### src/design/rtufdc_pkg.sv
`timescale 1ns / 1ps
// ----------------------------------------------------------------------------
// rtufdc_pkg
// Types, constants and the CRC-16/MODBUS byte update for the RTU frame
// delimiter.
// ----------------------------------------------------------------------------
package rtufdc_pkg;

  localparam logic [15:0] CrcInit      = 16'hFFFF;
  localparam logic [15:0] CrcPolyRefl  = 16'hA001;  // 0x8005 bit-reversed
  localparam logic [15:0] GapReset     = 16'd1750;
  localparam logic [15:0] IdleMax      = 16'hFFFF;
  localparam logic [8:0]  LenFixed     = 9'd8;
  localparam logic [9:0]  LenWrBase    = 10'd9;
  localparam logic [8:0]  LenMin       = 9'd4;
  localparam logic [8:0]  PosFunc      = 9'd1;
  localparam logic [8:0]  PosByteCnt   = 9'd6;

  typedef enum logic [7:0] {
    FC_READ_HOLD  = 8'd3,
    FC_READ_INPUT = 8'd4,
    FC_WRITE_ONE  = 8'd6,
    FC_WRITE_MULT = 8'd16
  } func_code_e;

  typedef enum logic {
    CMD_BYTE = 1'b0,
    CMD_TICK = 1'b1
  } cmd_e;

  typedef enum logic [2:0] {
    ST_PROGRESS = 3'd0,
    ST_GOOD     = 3'd1,
    ST_BAD_CRC  = 3'd2,
    ST_OVERFLOW = 3'd3,
    ST_LEN_LONG = 3'd4
  } status_e;

  typedef struct packed {
    status_e     status;
    logic [8:0]  frame_length;
    logic [8:0]  byte_position;
    logic [7:0]  byte_out;
  } result_t;

  // reflected crc over one byte, lsb first
  function automatic logic [15:0] crc_byte(input logic [15:0] crc, input logic [7:0] b);
    logic [15:0] c;
    c = crc ^ {8'h00, b};
    for (int i = 0; i < 8; i++) begin
      if (c[0]) begin
        c = (c >> 1) ^ CrcPolyRefl;
      end else begin
        c = c >> 1;
      end
    end
    return c;
  endfunction

endpackage

### src/design/rtu_frame_delimiter_crc_check_core.sv
`timescale 1ns / 1ps
// ----------------------------------------------------------------------------
// rtu_frame_delimiter_crc_check_core
// Modbus RTU request delimiter: forwards bytes with their frame position and
// closes frames by function-code length, silence gap or abort, with CRC check.
// ----------------------------------------------------------------------------
// One request (a byte or a time tick) is taken per clock. All frame tracking
// and the CRC-16/MODBUS update of a byte happen in the cycle of acceptance,
// and the result lands in a single output register, so a new request is
// accepted every cycle while the output side takes results; a stalled result
// holds only the request that would replace it. Ticks with no frame open, and
// ticks short of the gap, give no result. The gap register is written with
// cfg_we_i and should change only while the block is idle.
module rtu_frame_delimiter_crc_check_core #(
  parameter int MAX_FRAME_BYTES = 256
) (
  input  logic        clk_i,
  input  logic        rst_ni,
  input  logic        cfg_we_i,
  input  logic [15:0] cfg_wdata_i,    // gap_ticks
  input  logic        s_axis_tvalid,
  output logic        s_axis_tready,
  input  logic [7:0]  s_axis_tdata,   // data_byte
  input  logic        s_axis_tuser,   // command
  output logic        m_axis_tvalid,
  input  logic        m_axis_tready,
  // byte_out [7:0], byte_position [16:8], frame_length [25:17], status [28:26]
  output logic [31:0] m_axis_tdata,
  output logic        m_axis_tuser,   // byte_valid
  output logic        m_axis_tlast    // frame_end
);

  localparam logic [9:0] MaxBytes = 10'(MAX_FRAME_BYTES);

  logic [15:0] gap_q;
  logic [8:0]  cnt_q, cnt_d;
  logic [7:0]  fc_q, fc_d;
  logic [8:0]  exp_q, exp_d;
  logic        known_q, known_d;
  logic [15:0] crc_q, crc_d;
  logic [15:0] idle_q, idle_d;

  logic                 out_vld_q;
  logic                 out_bv_q, out_bv_d;
  logic                 out_end_q, out_end_d;
  rtufdc_pkg::result_t  out_res_q, out_res_d;
  logic                 res_gen;

  logic        accept;
  logic [15:0] limit;
  logic [15:0] idle_inc;
  logic [15:0] crc_n;
  logic [9:0]  cnt_n;
  logic [9:0]  exp_n;
  logic        known_n;
  logic        frame_close;
  logic        good;

  assign s_axis_tready = !out_vld_q || m_axis_tready;
  assign accept        = s_axis_tvalid && s_axis_tready;
  assign limit         = (gap_q == 16'd0) ? 16'd1 : gap_q;
  assign idle_inc      = (idle_q == rtufdc_pkg::IdleMax) ? idle_q : idle_q + 16'd1;
  assign crc_n         = rtufdc_pkg::crc_byte(crc_q, s_axis_tdata);
  assign cnt_n         = {1'b0, cnt_q} + 10'd1;

  always_comb begin
    cnt_d       = cnt_q;
    fc_d        = fc_q;
    exp_d       = exp_q;
    known_d     = known_q;
    crc_d       = crc_q;
    idle_d      = idle_q;
    res_gen     = 1'b0;
    out_bv_d    = 1'b0;
    out_end_d   = 1'b0;
    out_res_d   = '{status: rtufdc_pkg::ST_PROGRESS, frame_length: 9'd0,
                    byte_position: 9'd0, byte_out: 8'd0};
    exp_n       = {1'b0, exp_q};
    known_n     = known_q;
    frame_close = 1'b0;
    good        = 1'b0;

    if (accept) begin
      if (s_axis_tuser == rtufdc_pkg::CMD_TICK) begin
        if (cnt_q != 9'd0) begin
          idle_d = idle_inc;
          if (idle_inc >= limit) begin
            good                   = (cnt_q >= rtufdc_pkg::LenMin) && (crc_q == 16'd0);
            res_gen                = 1'b1;
            out_end_d              = 1'b1;
            out_res_d.frame_length = cnt_q;
            out_res_d.status       = good ? rtufdc_pkg::ST_GOOD : rtufdc_pkg::ST_BAD_CRC;
            frame_close            = 1'b1;
          end
        end
      end else begin
        res_gen                 = 1'b1;
        out_bv_d                = 1'b1;
        out_res_d.byte_out      = s_axis_tdata;
        out_res_d.byte_position = cnt_q;
        idle_d                  = 16'd0;
        crc_d                   = crc_n;
        cnt_d                   = cnt_n[8:0];

        if (cnt_q == rtufdc_pkg::PosFunc) begin
          fc_d = s_axis_tdata;
          if (s_axis_tdata inside {rtufdc_pkg::FC_READ_HOLD, rtufdc_pkg::FC_READ_INPUT,
                                   rtufdc_pkg::FC_WRITE_ONE}) begin
            exp_n   = {1'b0, rtufdc_pkg::LenFixed};
            known_n = 1'b1;
          end
        end else if (cnt_q == rtufdc_pkg::PosByteCnt &&
                     fc_q == rtufdc_pkg::FC_WRITE_MULT) begin
          exp_n   = rtufdc_pkg::LenWrBase + {2'b00, s_axis_tdata};
          known_n = 1'b1;
        end
        exp_d   = exp_n[8:0];
        known_d = known_n;

        // declared length beyond capacity aborts right on the byte-count byte
        if (cnt_q == rtufdc_pkg::PosByteCnt && fc_q == rtufdc_pkg::FC_WRITE_MULT &&
            exp_n > MaxBytes) begin
          out_end_d              = 1'b1;
          out_res_d.frame_length = cnt_n[8:0];
          out_res_d.status       = rtufdc_pkg::ST_LEN_LONG;
          frame_close            = 1'b1;
        end else if (known_n) begin
          if (cnt_n >= exp_n) begin
            good                   = (cnt_n >= {1'b0, rtufdc_pkg::LenMin}) && (crc_n == 16'd0);
            out_end_d              = 1'b1;
            out_res_d.frame_length = cnt_n[8:0];
            out_res_d.status       = good ? rtufdc_pkg::ST_GOOD : rtufdc_pkg::ST_BAD_CRC;
            frame_close            = 1'b1;
          end
        end else if (cnt_n > MaxBytes) begin
          out_end_d              = 1'b1;
          out_res_d.frame_length = cnt_n[8:0];
          out_res_d.status       = rtufdc_pkg::ST_OVERFLOW;
          frame_close            = 1'b1;
        end
      end

      if (frame_close) begin
        cnt_d   = 9'd0;
        fc_d    = 8'd0;
        exp_d   = 9'd0;
        known_d = 1'b0;
        crc_d   = rtufdc_pkg::CrcInit;
        idle_d  = 16'd0;
      end
    end
  end

  always_ff @(posedge clk_i or negedge rst_ni) begin
    if (!rst_ni) begin
      gap_q   <= rtufdc_pkg::GapReset;
      cnt_q   <= 9'd0;
      fc_q    <= 8'd0;
      exp_q   <= 9'd0;
      known_q <= 1'b0;
      crc_q   <= rtufdc_pkg::CrcInit;
      idle_q  <= 16'd0;
    end else begin
      if (cfg_we_i) begin
        gap_q <= cfg_wdata_i;
      end
      cnt_q   <= cnt_d;
      fc_q    <= fc_d;
      exp_q   <= exp_d;
      known_q <= known_d;
      crc_q   <= crc_d;
      idle_q  <= idle_d;
    end
  end

  // output register: loads on a new result, empties when taken
  always_ff @(posedge clk_i or negedge rst_ni) begin
    if (!rst_ni) begin
      out_vld_q <= 1'b0;
    end else if (s_axis_tready) begin
      out_vld_q <= res_gen;
    end
  end

  always_ff @(posedge clk_i) begin
    if (s_axis_tready && res_gen) begin
      out_bv_q  <= out_bv_d;
      out_end_q <= out_end_d;
      out_res_q <= out_res_d;
    end
  end

  assign m_axis_tvalid = out_vld_q;
  assign m_axis_tdata  = {3'b000, out_res_q};
  assign m_axis_tuser  = out_bv_q;
  assign m_axis_tlast  = out_end_q;

  // frame count never passes the capacity, overflow closes it first
  assert property (@(posedge clk_i) disable iff (!rst_ni)
    {1'b0, cnt_q} <= MaxBytes)
    else $error("byte count beyond frame capacity");

  // a known length always lies ahead of the bytes seen so far
  assert property (@(posedge clk_i) disable iff (!rst_ni)
    known_q |-> (exp_q > cnt_q))
    else $error("known frame length already reached");

  // idle ticks only count while a frame is open
  assert property (@(posedge clk_i) disable iff (!rst_ni)
    (idle_q != 16'd0) |-> (cnt_q != 9'd0))
    else $error("idle count with no frame open");

  // a result without a byte must close a frame
  assert property (@(posedge clk_i) disable iff (!rst_ni)
    (m_axis_tvalid && !m_axis_tlast) |-> m_axis_tuser)
    else $error("empty result that does not end a frame");

  // a fresh request with a stalled output must not be taken
  assert property (@(posedge clk_i) disable iff (!rst_ni)
    (m_axis_tvalid && !m_axis_tready) |-> !s_axis_tready)
    else $error("request accepted while result is stalled");

endmodule
### config.mk
export PLATFORM = sky130hd
export DESIGN_NAME = rtu_frame_delimiter_crc_check_core
export DESIGN_NICKNAME = d
export VERILOG_FILES = /design/src/design/rtufdc_pkg.sv /design/src/design/rtu_frame_delimiter_crc_check_core.sv
export SDC_FILE = /design/constraint.sdc
export NUM_CORES = 1
export LEC_CHECK = 0
export BUFFER_PORTS_ARGS = -buffer_cell sky130_fd_sc_hd__buf_2
export CAP_MARGIN = 20
export CORE_UTILIZATION = 35
export CTS_CLUSTER_DIAMETER = 60
export DETAILED_ROUTE_END_ITERATION = 12
export PLACE_DENSITY_LB_ADDON = 0.08
export SKIP_LAST_GASP = 1
export SYNTH_ARGS = -nofsm -noshare
export SYNTH_HDL_FRONTEND = slang
export SYNTH_SLANG_ARGS = --single-unit
### constraint.sdc
create_clock -name clk_i -period 6.6 [get_ports clk_i]
set_input_delay 0.66 -clock clk_i [delete_from_list [all_inputs] [get_ports clk_i]]
set_output_delay 0.66 -clock clk_i [all_outputs]
set_load 0.05 [all_outputs]
Word-level counts from Yosys, hierarchy flattened
Index checks and enable logic that the tools add are counted.
{"block": "totals", "register_bits": 107, "inputBits": 30, "elab_cells": 114, "output_inout_bits": 36}
{"block": "classes", "n_addsub": 3, "reduce_logical": 18, "bitwise_logic": 10, "n_eq_ne": 9, "n_lt_le_gt_ge": 6, "mux": 54}
{"cell": "$mux 16", "count": 15}
{"cell": "$mux 9", "count": 6}
{"cell": "$logic_not 16->1", "count": 3}
{"cell": "$mux 11", "count": 4}
{"cell": "$mux 12", "count": 3}
{"cell": "$mux 10", "count": 3}
{"cell": "$mux 8", "count": 3}
{"cell": "$not 2->3", "count": 8}
{"cell": "$gt 10x9->1 const B", "count": 2}
{"cell": "$mux 1", "count": 18}
{"cell": "$add 16x1->16 const B", "count": 1}
{"cell": "$eq 16x16->1 const B", "count": 1}
{"cell": "$eq 8x3->1 const B", "count": 2}
{"cell": "$ge 16x16->1", "count": 1}
{"cell": "$xor 16x8->16", "count": 1}
{"cell": "$add 9x1->10 const B", "count": 1}
{"cell": "$ge 10x10->1", "count": 1}
{"cell": "$ge 10x3->1 const B", "count": 1}
{"cell": "$add 4x8->9 const A", "count": 1}
{"cell": "$eq 9x1->1 const B", "count": 1}
{"cell": "$eq 9x3->1 const B", "count": 1}
{"cell": "$ge 9x3->1 const B", "count": 1}
{"cell": "$reduce_bool 9->1", "count": 1}
{"cell": "$eq 8x2->1 const B", "count": 1}
{"cell": "other kinds (13)", "count": 20}

Longest topological paths before layout
{"block": "depth", "ltp_word": 24, "ltp_mapped": 19, "mapped_depth_nobuf": 16}

Worst setup path after synthesis
No wires, ideal clock.
{"block": "synth_path", "kind": "flip-flop to flip-flop", "startpoint": "reg idle_q[3]", "endpoint": "reg out_res_q, in the netlist m_axis_tdata[0], enable pin", "stages_incl_launch_ff": 16, "synth_period_minus_slack_ns": 4.659, "t_arrival_ns": 4.250, "n_path_buf": 3, "setup_ns": 0.409, "slack_ns": 1.941, "t_required_ns": 6.191, "cell_sequence": "dfrtp_1 clkbuf_1 nand3_1 nor4_1 and2_1 clkbuf_1 nand2_1 mux2_2 ha_1 o211ai_1 o21ai_0 a221oi_1 o21ba_2 a21o_1 inv_2 buf_1"}
{"block": "synth_between", "elab_chain_cells": 8, "word_cells_on_any_way": 9, "classes_between": "add/sub: 1; order compare: 1; eq/ne: 1; mux: 5; reduce/logical: 1"}
{"element": "start: declaration", "line_no": "rtu_frame_delimiter_crc_check_core.sv:41", "source": "logic [15:0] idle_q, idle_d;"}
{"element": "start signal: assignment", "line_no": "rtu_frame_delimiter_crc_check_core.sv:172", "source": "idle_q <= idle_d;"}
{"element": "$add 16x1->16 or $eq 16x16->1 (tied branches)", "line_no": "rtu_frame_delimiter_crc_check_core.sv:62", "source": "assign idle_inc = (idle_q == rtufdc_pkg::IdleMax) ? idle_q : idle_q + 16'd1;"}
{"element": "$mux 16 (*)", "line_no": "rtu_frame_delimiter_crc_check_core.sv:62"}
{"element": "$ge 16x16->1 (*)", "line_no": "rtu_frame_delimiter_crc_check_core.sv:87", "source": "if (idle_inc >= limit) begin"}
{"element": "$mux 1 (*)", "line_no": "rtu_frame_delimiter_crc_check_core.sv:87"}
{"element": "$mux 1 (*)", "line_no": "rtu_frame_delimiter_crc_check_core.sv:85", "source": "if (cnt_q != 9'd0) begin"}
{"element": "$mux 1 (*)", "line_no": "rtu_frame_delimiter_crc_check_core.sv:84", "source": "if (s_axis_tuser == rtufdc_pkg::CMD_TICK) begin"}
{"element": "$mux 1 (*)", "line_no": "rtu_frame_delimiter_crc_check_core.sv:83", "source": "if (accept) begin"}
{"element": "$logic_and 1x1->1 (*)", "line_no": "rtu_frame_delimiter_crc_check_core.sv:186", "source": "if (s_axis_tready && res_gen) begin"}
{"element": "end signal: assignment", "line_no": "rtu_frame_delimiter_crc_check_core.sv:189", "source": "out_res_q <= out_res_d;"}
{"element": "end: declaration", "line_no": "rtu_frame_delimiter_crc_check_core.sv:46", "source": "rtufdc_pkg::result_t out_res_q, out_res_d;"}
Every way passes the cells marked *; elsewhere a longest branch is shown, timed or not.
A chain may end at the register's enable or synchronous reset.

Final worst setup path
{"block": "layout_path", "startpoint": "reg cnt_q[0]", "endpoint": "reg out_end_q, in the netlist m_axis_tlast (data pin)"}
{"block": "layout_between", "elab_chain_cells": 11, "word_cells_on_any_way": 23, "classes_between": "add/sub: 1; order compare: 3; eq/ne: 2; mux: 14; reduce/logical: 3"}
{"element": "start: declaration", "line_no": "rtu_frame_delimiter_crc_check_core.sv:36", "source": "logic [8:0] cnt_q, cnt_d;"}
{"element": "start signal: assignment", "line_no": "rtu_frame_delimiter_crc_check_core.sv:167", "source": "cnt_q <= cnt_d;"}
{"element": "$eq 9x3->1", "line_no": "rtu_frame_delimiter_crc_check_core.sv:112, rtu_frame_delimiter_crc_check_core.sv:121"}
{"element": "$logic_and 1x1->1", "line_no": "rtu_frame_delimiter_crc_check_core.sv:112, rtu_frame_delimiter_crc_check_core.sv:121"}
{"element": "$mux 9", "line_no": "rtu_frame_delimiter_crc_check_core.sv:112", "source": "end else if (cnt_q == rtufdc_pkg::PosByteCnt &&"}
{"element": "$mux 10", "line_no": "rtu_frame_delimiter_crc_check_core.sv:105", "source": "if (cnt_q == rtufdc_pkg::PosFunc) begin"}
{"element": "$mux 10", "line_no": "rtu_frame_delimiter_crc_check_core.sv:84"}
{"element": "$mux 10", "line_no": "rtu_frame_delimiter_crc_check_core.sv:83"}
{"element": "$ge 10x10->1", "line_no": "rtu_frame_delimiter_crc_check_core.sv:128", "source": "if (cnt_n >= exp_n) begin"}
{"element": "$mux 1", "line_no": "rtu_frame_delimiter_crc_check_core.sv:128"}
{"element": "$mux 1", "line_no": "rtu_frame_delimiter_crc_check_core.sv:127", "source": "end else if (known_n) begin"}
{"element": "$mux 1", "line_no": "rtu_frame_delimiter_crc_check_core.sv:121", "source": "if (cnt_q == rtufdc_pkg::PosByteCnt && fc_q == rtufdc_pkg::FC_WRITE_MULT &&"}
{"element": "$mux 1 (*)", "line_no": "rtu_frame_delimiter_crc_check_core.sv:84"}
{"element": "end signal: assignment", "line_no": "rtu_frame_delimiter_crc_check_core.sv:188", "source": "out_end_q <= out_end_d;"}
{"element": "end: declaration", "line_no": "rtu_frame_delimiter_crc_check_core.sv:45", "source": "logic out_end_q, out_end_d;"}
Every way passes the cells marked *; elsewhere a longest branch is shown, timed or not. The select of a mux whose other input is x is not followed.

==> impl_results.md <==
- # setup viols final: 0
- IO buf count: 62
- Skew final: 14.7 ps
- Post-CTS setup buffers: 0
- Synth Area per Inst: 9.72 sq um
- First-pass GRT wire length: 27,800 um
- Number of core rows: 49
- Area contributors post-synth: dfrtp_1, edfxtp_1, dfstp_2, ha_1, xnor2_1
- Final WL: 17,000 um
- Worst setup EP type: flip-flop
- Async set-reset flop share out of synthesis: 0.710
- Crit path cell chain: inv_1 > ha_1 > or4bb_1 > or4_1 > nand2_1 > o21ai_0 > nor2_1 > ha_1 > a211o_1 > a21oi_1 > o21ai_0 > a41oi_1 > o31ai_1 > buf_4 > nor2_2 > nor2_1
- RD Place Congestion: 0.838
- Post-Route Utilization: 0.403
- Initial core utilization: 0.361
- Cell with the largest stage delay on the worst path: or4_1
- DRC: 5
- Fillcell total: 1,804
- 1st-pass router iterations: 9
- Compound-gate portion of the synthesized area: 0.193
- Number of unique standard cell types used by synthesis: 73
- HPWL Detailed: 12,100 um
- Pleak: 3.06 nW
- Die Y: 139 um
- CTS Buf Count: 9
- Slew headroom: 0.337
- Crit Path Class: flip-flop to flip-flop
- Peak supply drop: 133 uV
- Synth cell count leaders: nor2_1, nand2_1, dfrtp_1, xnor2_1, ha_1
- CTS sink cnt: 107
- Netlist area before placement: 6580 sq um
- Crit path DAT: 5340 ps
- Hold_ws: 165 ps
- Part of the Yosys area used for sequential elements: 0.435
- Overflow after GRT: 0
- Antenna cells: 0
- Area delta synth->final: 11.5%
- Syn Inst Count: 677
- Pwr per Cell Area: 331 nW/um^2
- Vias post-DR: 5,187
- Root Driver: clkbuf_16
- Setup tns final: 0 ps
- Yosys top cell by area: dfrtp_1
- Status: complete, but fails checks
- Initial DRC count: 396
- Hold buffers post-CTS: 0
- Worst Max-Slew Pin Slew: 987 ps
- Crit share post-route: 0.796
- I/O pin count: 66
- Per-cell routed wire length: 17.9 um
- RSZ-0062 raised after global routing: no
- Worst Path Required: 6680 ps
- Failing checks: DRC
- Combinational family with the most area after synthesis: compound AO/OA/AOI/OAI gates
- Vias in the first global route: 5,251
- Clk Latency, worst-skew pair: 360 ps
- Peak Freq: 190 MHz
- Setup crit start kind: flip-flop
- TritonCTS clock tree: done
- FF+latch count, synth: 107
- Max Cap Viol: 0
- Simple-gate share of the synthesized area: 0.191
- Most common cell in the netlist: nor2_1
- Reg area: 2860 sq um
- Layout cells sized above 1: 0.188
- Post-route ant nets: 0
- Slowest stage delay, CP: 670 ps
- Slew Viols, Final: 0
- Pre-CTS setup slack: 1220 ps
- Mux cell area share after synthesis: 0.0112
- Final hold violations: 0
- Final setup margin: 1340 ps
- H-tree levels: 3
- Largest net degree at the start of global routing: 77
- Worst hold path type: primary input to asynchronous set/reset pin
- Number of flops mapped to enable cells by yosys: 31
- Top-area cell type share of the netlist area: 0.202
- GRT Total Usage: 0.183
- Clock Path Buffers: 2
- Routed vias/inst: 5.44
- Worst-path clk slew: 80 ps
- Largest fanout on the critical path: 17
- Post-synthesis adder-cell area fraction: 0.0666
- Core area: 18,200 sq um
- Synth Flop Type: dfrtp_1
- Chip Width: 139 um
- Area of the multi-input gates: 3430 sq um
- Die area: 19,400 sq um
- Final nets: 784
- XOR/XNOR Fraction of Synth Area: 0.0586
- Initial antenna violation count: 0
- Period minus WS final: 5260 ps
- Yosys warning count: 0
- Post-CTS sizing: 0
-- per-layer routing --
metal / routed length, um / global-route usage / vias to the layer above
li1: - / - / 2545
met4: 305 / 0.0567 / 0
met2: 8210 / 0.316 / 108
met1: 7980 / 0.234 / 2514
met5: 0 / 0 / -
met3: 520 / 0.0297 / 20
-- logic make-up after synthesis --
group | count (synthesis)
AOI/OAI and AO/OA | 165
xor gates and xnor gates | 44
adders and majority gates | 35
buffers and inverters | 68
DFF | 107
muxes | 7
other | 1
and+or+nand+nor | 250
-- where the power goes --
part           internal (mW)  switching, mW  leakage [nW]
clock network          0.257          0.254         0.128
logic                  0.379          0.552          1.69
registers              0.846          0.138          1.24
-- through the flow --
step / total power [mW] / cell area [sq um] / std cells
2_1_floorplan: 1.65 / 6590 / 679
6_report: 2.43 / 7340 / 953
4_1_cts: 2.44 / 7300 / 951
3_5_place_dp: 1.92 / 7030 / 935
5_1_grt: 2.59 / 7340 / 953
3_3_place_gp: 1.90 / 7030 / 935
-- worst paths after layout --
check                      startpoint            to  slack [ps]  cells past startpoint
hold / removal                 rst_ni       fc_q[6]         170                      1
setup reg to reg             cnt_q[0]  m_axis_tlast        1340                     16
max in group asynchronous      rst_ni      crc_q[8]        5790                      2
min in group clk_i           exp_q[4]      exp_q[4]         480                      1
hold reg to reg              exp_q[4]      exp_q[4]         480                      1
setup / recovery             cnt_q[0]  m_axis_tlast        1340                     16
-- cell type report --
class	instances	share of cell area
clock buffers	10	0.0312
repair buffers	68	0.0515
well taps	229	0.0391
flip-flops and latches	107	0.390
clock inverters	6	0.00563
inverters	29	0.0148
multi-input cells	504	0.468
-- registers in the layout, indices dropped and copies added, names as in the netlist, 8 cells and up --
| signal | count |
|---|---|
| gap_q | 16 |
| m_axis_tdata | 29 |
| crc_q | 16 |
| exp_q | 9 |
| fc_q | 8 |
| idle_q | 16 |
| cnt_q | 9 |
-- placed cells by master (no fill, tap or decap), drive strengths merged, types with 5 or more instances in the layout --
cell,Yosys,routed
buf,13,68
nor2,66,66
nand2,61,61
dfrtp,53,53
xnor2,36,36
ha,35,35
o21ai,33,33
edfxtp,31,31
nand3,29,29
inv,28,29
a31oi,25,25
a22o,25,25
dfstp,23,23
a21oi,21,21
and2,18,18
o31ai,16,16
nor3,14,14
nand4,13,13
nor4,10,10
or3,10,10
clkbuf,26,10
xor2,8,8
a21o,7,7
nand2b,5,5
and3,5,5
or4,5,5
clkinv,1,5
-- critical path: cells and delay by family, from the launching register on --
family	cells	cell delay, ps
buffers and inverters	2	470
and+or+nand+nor	6	2140
DFF	1	530
adders and majority gates	2	480
AOI/OAI and AO/OA	6	1350
Power figures use the tool's default switching activity.
